**src/hw/rtl/pdc_pkg.sv**
```systemverilog
// Shared widths, constants and types for the PWM period and duty capture block.
`timescale 1ns / 1ps
`default_nettype none
package pdc_pkg;

	// timer count width
	localparam int COUNT_WIDTH = 16;
	localparam int TOTAL_W     = COUNT_WIDTH + 1;
	localparam int DUTY_W      = 7;
	// on_time * 100 fits below 2^(COUNT_WIDTH + DUTY_W)
	localparam int NUM_W       = COUNT_WIDTH + DUTY_W;

	// 100 = 2^6 + 2^5 + 2^2
	localparam int PCT_SHIFT_A = 6;
	localparam int PCT_SHIFT_B = 5;
	localparam int PCT_SHIFT_C = 2;

	localparam int SER_CNT_W = $clog2(COUNT_WIDTH);
	localparam int DIV_CNT_W = $clog2(DUTY_W);

	localparam int IN_TDATA_W   = ((COUNT_WIDTH + 7) / 8) * 8;
	localparam int OUT_BITS     = 2 * COUNT_WIDTH + TOTAL_W + DUTY_W;
	localparam int OUT_TDATA_W  = ((OUT_BITS + 7) / 8) * 8;
	localparam int OUT_TUSER_W  = 2;

	typedef enum logic [1:0] {
		ST_IDLE,
		ST_SERIAL,
		ST_DIVIDE,
		ST_OUTPUT
	} state_t;

	typedef struct packed {
		logic                   done;
		logic [COUNT_WIDTH-1:0] elapsed;
		logic [TOTAL_W-1:0]     total;
	} ser_res_t;

	typedef struct packed {
		logic              done;
		logic              zero;
		logic [DUTY_W-1:0] duty;
	} div_res_t;

endpackage
`default_nettype wire

```
**src/hw/rtl/pdc_serial_alu.sv**
```systemverilog
// Bit-serial subtract and add: elapsed time and period, one bit per cycle.
`timescale 1ns / 1ps
`default_nettype none
module pdc_serial_alu (
	input  wire logic                            clk,
	input  wire logic                            arst_n,
	input  wire logic                            start,
	input  wire logic [pdc_pkg::COUNT_WIDTH-1:0] now,
	input  wire logic [pdc_pkg::COUNT_WIDTH-1:0] last,
	input  wire logic [pdc_pkg::COUNT_WIDTH-1:0] other,
	output pdc_pkg::ser_res_t                    res
);
	import pdc_pkg::*;

	logic [COUNT_WIDTH-1:0] a_q, b_q, c_q, e_q, t_q;
	logic                   borrow_q, carry_q;
	logic [SER_CNT_W-1:0]   cnt_q;
	logic                   busy_q, done_q;
	logic                   ai, bi, ci, d, nb, s, nc;

	// elapsed bit from now - last, then period bit from other + elapsed
	always_comb begin
		ai = a_q[0];
		bi = b_q[0];
		ci = c_q[0];
		d  = ai ^ bi ^ borrow_q;
		nb = (~ai & bi) | (~(ai ^ bi) & borrow_q);
		s  = ci ^ d ^ carry_q;
		nc = (ci & d) | (ci & carry_q) | (d & carry_q);
	end

	always_ff @(posedge clk or negedge arst_n) begin
		if (!arst_n) begin
			busy_q <= 1'b0;
			done_q <= 1'b0;
			cnt_q  <= '0;
		end else begin
			done_q <= 1'b0;
			if (start) begin
				busy_q <= 1'b1;
				cnt_q  <= '0;
			end else if (busy_q) begin
				cnt_q <= cnt_q + 1'b1;
				if (cnt_q == SER_CNT_W'(COUNT_WIDTH - 1)) begin
					busy_q <= 1'b0;
					done_q <= 1'b1;
				end
			end
		end
	end

	always_ff @(posedge clk) begin
		if (start) begin
			a_q      <= now;
			b_q      <= last;
			c_q      <= other;
			borrow_q <= 1'b0;
			carry_q  <= 1'b0;
		end else if (busy_q) begin
			a_q      <= a_q >> 1;
			b_q      <= b_q >> 1;
			c_q      <= c_q >> 1;
			e_q      <= {d, e_q[COUNT_WIDTH-1:1]};
			t_q      <= {s, t_q[COUNT_WIDTH-1:1]};
			borrow_q <= nb;
			carry_q  <= nc;
		end
	end

	assign res.done    = done_q;
	assign res.elapsed = e_q;
	assign res.total   = {carry_q, t_q};

endmodule
`default_nettype wire

```
**src/hw/rtl/pdc_divider.sv**
```systemverilog
// Scale by 100 with shift-adds, then restoring division one quotient bit per cycle.
`timescale 1ns / 1ps
`default_nettype none
module pdc_divider (
	input  wire logic                            clk,
	input  wire logic                            arst_n,
	input  wire logic                            start,
	input  wire logic [pdc_pkg::COUNT_WIDTH-1:0] on_time,
	input  wire logic [pdc_pkg::TOTAL_W-1:0]     total,
	output pdc_pkg::div_res_t                    res
);
	import pdc_pkg::*;

	logic [NUM_W-1:0]       rem_q, dsh_q;
	logic [COUNT_WIDTH-1:0] on_q;
	logic [DUTY_W-1:0]      q_q;
	logic                   zero_q;
	logic                   busy_q, scale_q, done_q;
	logic [DIV_CNT_W-1:0]   step_q;
	logic                   ge;

	assign ge = (rem_q >= dsh_q);

	always_ff @(posedge clk or negedge arst_n) begin
		if (!arst_n) begin
			busy_q  <= 1'b0;
			scale_q <= 1'b0;
			done_q  <= 1'b0;
			step_q  <= '0;
		end else begin
			done_q <= 1'b0;
			if (start) begin
				step_q <= '0;
				if (total == '0) begin
					done_q <= 1'b1;
				end else begin
					busy_q  <= 1'b1;
					scale_q <= 1'b1;
				end
			end else if (busy_q) begin
				if (scale_q) begin
					scale_q <= 1'b0;
				end else begin
					step_q <= step_q + 1'b1;
					if (step_q == DIV_CNT_W'(DUTY_W - 1)) begin
						busy_q <= 1'b0;
						done_q <= 1'b1;
					end
				end
			end
		end
	end

	always_ff @(posedge clk) begin
		if (start) begin
			zero_q <= (total == '0);
			q_q    <= '0;
			on_q   <= on_time;
			rem_q  <= (NUM_W'(on_time) << PCT_SHIFT_A) + (NUM_W'(on_time) << PCT_SHIFT_B);
			dsh_q  <= NUM_W'(total) << (DUTY_W - 1);
		end else if (busy_q) begin
			if (scale_q) begin
				rem_q <= rem_q + (NUM_W'(on_q) << PCT_SHIFT_C);
			end else begin
				if (ge) begin
					rem_q <= rem_q - dsh_q;
				end
				q_q   <= {q_q[DUTY_W-2:0], ge};
				dsh_q <= dsh_q >> 1;
			end
		end
	end

	assign res.done = done_q;
	assign res.zero = zero_q;
	assign res.duty = q_q;

endmodule
`default_nettype wire

```
**src/hw/rtl/pwm_period_duty_capture.sv**
```systemverilog
// Top level of the PWM period and duty capture block.
//
//  channel  dir  handshake                      payload
//  s_axis   in   s_axis_tvalid / s_axis_tready  tdata: capture_time
//  m_axis   out  m_axis_tvalid / m_axis_tready  tdata: off, on, total, duty
//                                               tuser: edge_kind, zero_period
//
// One request is in work at a time; the next request is taken once the
// result of the last one is loaded into the output register. The divide is
// skipped when the period is zero.
// The pace is set by the bit-serial subtract/add pass (one bit a cycle over
// the count) and by the restoring divider (a scaling step, then one duty
// bit a cycle).
// Reset clears the edge phase, the last capture and both stored times to 0.
// A result waits in the output register while the next request is taken;
// a stalled output holds the pipeline only at the final load.
`timescale 1ns / 1ps
`default_nettype none
module pwm_period_duty_capture (
	input  wire logic                            clk,
	input  wire logic                            arst_n,
	input  wire logic                            s_axis_tvalid,
	output logic                                 s_axis_tready,
	// [15:0] capture_time, rest ignored
	input  wire logic [pdc_pkg::IN_TDATA_W-1:0]  s_axis_tdata,
	output logic                                 m_axis_tvalid,
	input  wire logic                            m_axis_tready,
	// [15:0] off_time, [31:16] on_time, [48:32] total_period, [55:49] duty_percent
	output logic [pdc_pkg::OUT_TDATA_W-1:0]      m_axis_tdata,
	// [0] edge_kind, [1] zero_period
	output logic [pdc_pkg::OUT_TUSER_W-1:0]      m_axis_tuser
);
	import pdc_pkg::*;

	state_t state_q, state_d;

	logic                   expect_falling_q;
	logic [COUNT_WIDTH-1:0] last_capture_q, off_q, on_q;
	logic [TOTAL_W-1:0]     total_q;
	logic                   edge_q;

	logic                   accept, div_start, out_load;
	logic [COUNT_WIDTH-1:0] now, other, new_on;
	ser_res_t               ser;
	div_res_t               div;

	logic                   m_valid_q;
	logic [COUNT_WIDTH-1:0] off_out_q, on_out_q;
	logic [TOTAL_W-1:0]     total_out_q;
	logic [DUTY_W-1:0]      duty_out_q;
	logic                   edge_out_q, zero_out_q;

	assign now    = s_axis_tdata[COUNT_WIDTH-1:0];
	// the store that this edge does not replace feeds the period sum
	assign other  = expect_falling_q ? off_q : on_q;
	assign new_on = expect_falling_q ? ser.elapsed : on_q;

	// next state
	always_comb begin
		state_d = state_q;
		case (state_q)
			ST_IDLE:   if (s_axis_tvalid) state_d = ST_SERIAL;
			ST_SERIAL: if (ser.done) state_d = ST_DIVIDE;
			ST_DIVIDE: if (div.done) state_d = ST_OUTPUT;
			ST_OUTPUT: if (!m_valid_q || m_axis_tready) state_d = ST_IDLE;
			default:   state_d = ST_IDLE;
		endcase
	end

	// control outputs
	always_comb begin
		s_axis_tready = 1'b0;
		div_start     = 1'b0;
		out_load      = 1'b0;
		case (state_q)
			ST_IDLE:   s_axis_tready = 1'b1;
			ST_SERIAL: div_start = ser.done;
			ST_OUTPUT: out_load = !m_valid_q || m_axis_tready;
			default:   s_axis_tready = 1'b0;
		endcase
	end

	assign accept = s_axis_tvalid && s_axis_tready;

	pdc_serial_alu u_alu (
		.clk    (clk),
		.arst_n (arst_n),
		.start  (accept),
		.now    (now),
		.last   (last_capture_q),
		.other  (other),
		.res    (ser)
	);

	pdc_divider u_div (
		.clk     (clk),
		.arst_n  (arst_n),
		.start   (div_start),
		.on_time (new_on),
		.total   (ser.total),
		.res     (div)
	);

	always_ff @(posedge clk or negedge arst_n) begin
		if (!arst_n) begin
			state_q          <= ST_IDLE;
			expect_falling_q <= 1'b0;
			last_capture_q   <= '0;
			off_q            <= '0;
			on_q             <= '0;
			m_valid_q        <= 1'b0;
		end else begin
			state_q <= state_d;
			// old capture goes to the serial unit at this same edge
			if (accept) begin
				last_capture_q <= now;
			end
			// commit the measured time and flip the edge phase
			if (div_start) begin
				if (expect_falling_q) begin
					on_q <= ser.elapsed;
				end else begin
					off_q <= ser.elapsed;
				end
				expect_falling_q <= !expect_falling_q;
			end
			if (out_load) begin
				m_valid_q <= 1'b1;
			end else if (m_axis_tready) begin
				m_valid_q <= 1'b0;
			end
		end
	end

	// hold period and edge kind while the divider runs, then load the output register
	always_ff @(posedge clk) begin
		if (div_start) begin
			total_q <= ser.total;
			edge_q  <= expect_falling_q;
		end
		if (out_load) begin
			off_out_q   <= off_q;
			on_out_q    <= on_q;
			total_out_q <= total_q;
			duty_out_q  <= div.duty;
			edge_out_q  <= edge_q;
			zero_out_q  <= div.zero;
		end
	end

	assign m_axis_tvalid = m_valid_q;
	assign m_axis_tdata  = OUT_TDATA_W'({duty_out_q, total_out_q, on_out_q, off_out_q});
	assign m_axis_tuser  = {zero_out_q, edge_out_q};

	// one request at a time: the port closes right after an accept
	a_one_in_flight: assert property (@(posedge clk) disable iff (!arst_n)
		accept |=> !s_axis_tready)
		else $error("request accepted while another is in work");

	// serial unit finishes only while the controller waits for it
	a_ser_done_state: assert property (@(posedge clk) disable iff (!arst_n)
		ser.done |-> (state_q == ST_SERIAL))
		else $error("serial pass finished outside its phase");

	// divider finishes only while the controller waits for it
	a_div_done_state: assert property (@(posedge clk) disable iff (!arst_n)
		div.done |-> (state_q == ST_DIVIDE))
		else $error("divider finished outside its phase");

	// period is the sum of the reported times; a zero period reports zero duty
	a_out_consistent: assert property (@(posedge clk) disable iff (!arst_n)
		m_valid_q |-> (total_out_q == TOTAL_W'(off_out_q) + TOTAL_W'(on_out_q))
			&& (!zero_out_q || duty_out_q == '0))
		else $error("result fields inconsistent");

endmodule
`default_nettype wire

```
**config.mk**
```make
export PLATFORM = sky130hd
export DESIGN_NAME = pwm_period_duty_capture
export DESIGN_NICKNAME = d
export VERILOG_FILES = /design/src/hw/rtl/pdc_pkg.sv /design/src/hw/rtl/pdc_serial_alu.sv /design/src/hw/rtl/pdc_divider.sv /design/src/hw/rtl/pwm_period_duty_capture.sv
export SDC_FILE = /design/constraint.sdc
export NUM_CORES = 1
export LEC_CHECK = 0
export BUFFER_PORTS_ARGS = -buffer_cell sky130_fd_sc_hd__clkbuf_2
export CAP_MARGIN = 10
export CORE_AREA = 4 4 179 181
export DETAILED_ROUTE_END_ITERATION = 12
export DIE_AREA = 0 0 183 185
export PLACE_DENSITY_LB_ADDON = 0.08
export SLEW_MARGIN = 40
export SYNTH_ARGS = -nofsm -noshare
export SYNTH_HDL_FRONTEND = slang
export SYNTH_SLANG_ARGS = --single-unit
export TNS_END_PERCENT = 10
```
**constraint.sdc**
```tcl
create_clock -name clk -period 3.2 [get_ports clk]
set_input_delay 0.64 -clock clk [delete_from_list [all_inputs] [get_ports clk]]
set_output_delay 0.64 -clock clk [all_outputs]
set_load 0.05 [all_outputs]
```
==> run summary <==
Outcome - finished clean
Sequential share of the synthesized area - 0.613
Switch Pwr - 1.54 mW
Starting density of the core - 0.445
Tot Pwr - 7.89 mW
Total global-route track usage - 0.166
Fin crit share - 0.952
Root buf cell - clkbuf_16
Syn Area/Cell - 11.9 µm²
Measured slew at the worst slew-check pin - 0.733 ns
Worst EP required - 3.52 ns
Clock group share of total power - 0.487
Hold Fails Final Rpt - 0
Area grow syn2layout - 17.6%
Reg2Reg Launch Point - expect_falling_q
Max IR drop VDD - 414 µV
Placed Area - 14,700 µm²
Min cycle time layout - 3.05 ns
CTS Sinks - 292
DR WL/cell - 16.8 µm
Clock buffer count from CTS - 31
Initial DRC count - 436
H-tree levels - 1
GRT overflow - 0
Reg2Reg Setup Slack - 0.15 ns
TritonCTS clock tree - built
Largest net degree at the start of global routing - 50
Critical R2R Capture - u_div.rem_q[18]
Leakage power - 6.98 nW
Number of global-route vias before repair - 8,684
Max-cap violations - 0
Unique masters post-synth - 63
YS warnings - 0
Net Sw Frac - 0.195
Via Count - 8,769
Layout Skew - 0.0105 ns
WS Path Type - reg -> reg
Placer congestion estimate - 0.876
Final Net Count - 1,352
Element type at the critical path start - register
Syn Nets - 1,228
Max-slew violation count - 0
Die width - 183 µm
PD cells - 496 nW/µm²
Clk buf depth - 3
Commonest non-fill, non-tap cell in the layout - edfxtp_1
Yosys reg bits - 292
Mapped Cells - 1,140
Worst slack, placed - -0.0330 ns
Core Util, Final - 0.523
Layout Cell Area excl Fill - 15,900 µm²
Cts hold-fix bufs - 0
Final Routed Wirelength - 28,300 µm
Reg power frac - 0.509
Post-route ant nets - 0
Primary FF master, synth - edfxtp_1
Clk Latency, worst-skew pair - 0.57 ns
Fmax - 328 MHz
Residual DRC - 0
CP Capture Type - register
First-pass GRT wire length - 45,900 µm
Initial antenna violation count - 0
Layout cells sized above 1 - 0.191
Row count - 64
P_int - 6.35 mW
Final HPWL DP - 19,100 µm
Worst EP arrival - 3.36 ns
Clock slew at reported path FFs - 0.06 ns
Worst min path class - in -> async
Worst Path Max Fanout - 19
Full die area - 33,900 µm²
Post-synth EDFFs - 213
Setup-failing EPs final - 0
Final WS setup - 0.154 ns
Worst r2r path cells - 13
Share of total power in combinational logic - 0.004
Most frequent cells in the layout - edfxtp_1, nand2_1, a21oi_1, clkbuf_2, dfrtp_1
Antenna Cells - 0
I/O Buffers - 79
IO Pins - 80
DR vias/cell - 5.20
TritonRoute pass-1 iters - 5
Slew headroom - 0.507
RSZ-0062 raised after global routing - true
Die height - 185 µm
Async set or reset register ratio after synthesis - 0.219
Mapped cell area - 13,500 µm²
CORE AREA - 30,400 µm²
## registers in the layout, indices dropped and copies added, names as in the netlist, 17 cells and up
signal	count
u_div.dsh_q	23
u_div.rem_q	23
total_out_q	17
total_q	17
## cells in the mapped netlist, drive strengths merged (6+ instances only)
| master | number | area (µm²) |
|---|---|---|
| a211oi | 13 | 103 |
| a21o | 36 | 270 |
| a21oi | 86 | 430 |
| a22o | 16 | 140 |
| a31oi | 8 | 50.1 |
| and3 | 6 | 37.5 |
| buf | 6 | 30.0 |
| clkbuf | 35 | 131 |
| dfrtp | 64 | 1600 |
| dfxtp | 15 | 300 |
| edfxtp | 213 | 6400 |
| ha | 63 | 788 |
| inv | 48 | 180 |
| mux2 | 31 | 349 |
| nand2 | 204 | 766 |
| nand2b | 14 | 87.6 |
| nand3 | 13 | 65.1 |
| nand4 | 7 | 43.8 |
| nor2 | 49 | 184 |
| nor2b | 20 | 125 |
| nor3 | 10 | 50.1 |
| nor4 | 7 | 43.8 |
| o211ai | 10 | 80.1 |
| o21ai | 51 | 255 |
| o21bai | 7 | 52.6 |
| xnor2 | 33 | 289 |
| xor2 | 17 | 149 |
## what timing repair did
action	CTS	global route
pin swaps	1	15
setup endpoints to repair	3	6
resized for setup	4	17
setup buffers	1	8
## worst max-delay path by stage
stage                           from         endpoint  slack (ns)  depth (start not counted)
floorplan           expect_falling_q  u_div.rem_q[21]       -0.07                         12
global placement      u_div.rem_q[0]  u_div.rem_q[18]        0.02                         12
detailed placement  expect_falling_q  u_div.rem_q[20]       -0.03                         12
CTS                   u_div.rem_q[0]  u_div.rem_q[18]        0.03                         12
global route          u_div.rem_q[0]  u_div.rem_q[18]       -0.03                         12
finish              expect_falling_q  u_div.rem_q[18]        0.15                         13
## critical path, stage by stage (launching register included)
cell and delay, ns:
dfrtp_2 0.43, buf_12 0.14, buf_6 0.18, nor2b_1 0.08, a21o_1 0.20, ha_1 0.31
buf_4 0.13, nand3_1 0.13, nor4_1 0.32, nor2_1 0.14, a21oi_2 0.18, xnor2_1 0.14
nor2_1 0.08, a311o_1 0.32
## metrics by stage
stage,TNS [ns],hold slack (ns),instances
after CTS,0,0.149,1677
after global routing,-0.0593,0.0237,1685
after global placement,0,0.400,1618
final,0,0.0128,1685
after detailed placement,-0.0403,0.405,1618
after floorplan,-0.0669,0.344,1140
## kinds of logic after synthesis
kind of cell    Yosys count  share of synthesized area
compound gates          259                      0.122
xor+xnor                 50                     0.0324
fa+ha+maj                68                     0.0656
buf+inv                  90                     0.0255
flops                   292                      0.613
mux                      36                     0.0295
simple gates            345                      0.112
## per-layer routing
metal | GRT usage | vias to the layer above | wire (µm) | part of all wire
li1 | - | 4364 | - | -
met1 | 0.247 | 4204 | 14000 | 0.50
met2 | 0.262 | 150 | 12600 | 0.45
met3 | 0.0202 | 51 | 942 | 0.033
met4 | 0.0426 | 0 | 696 | 0.025
met5 | 0 | - | 0 | 0
## power groups by stage
stage | Clock [mW] | Sequential (mW) | Combinational, mW
2_1_floorplan | 0 | 4.10 | 0.000625
3_3_place_gp | 0 | 4.10 | 0.0337
3_5_place_dp | 0 | 4.10 | 0.0340
4_1_cts | 3.95 | 4.02 | 0.0342
5_1_grt | 4.08 | 4.01 | 0.0380
6_report | 3.84 | 4.02 | 0.0323
## cell type report
type / instances / area [µm²]
clock inverters: 17 / 250
clock buffers: 41 / 863
fillers: 2728 / 14500
well taps: 396 / 495
repair buffers: 132 / 853
multi-input cells: 758 / 4960
inverters: 49 / 185
flip-flops and latches: 292 / 8300
Note: power is estimated with default switching activity, not from simulation.
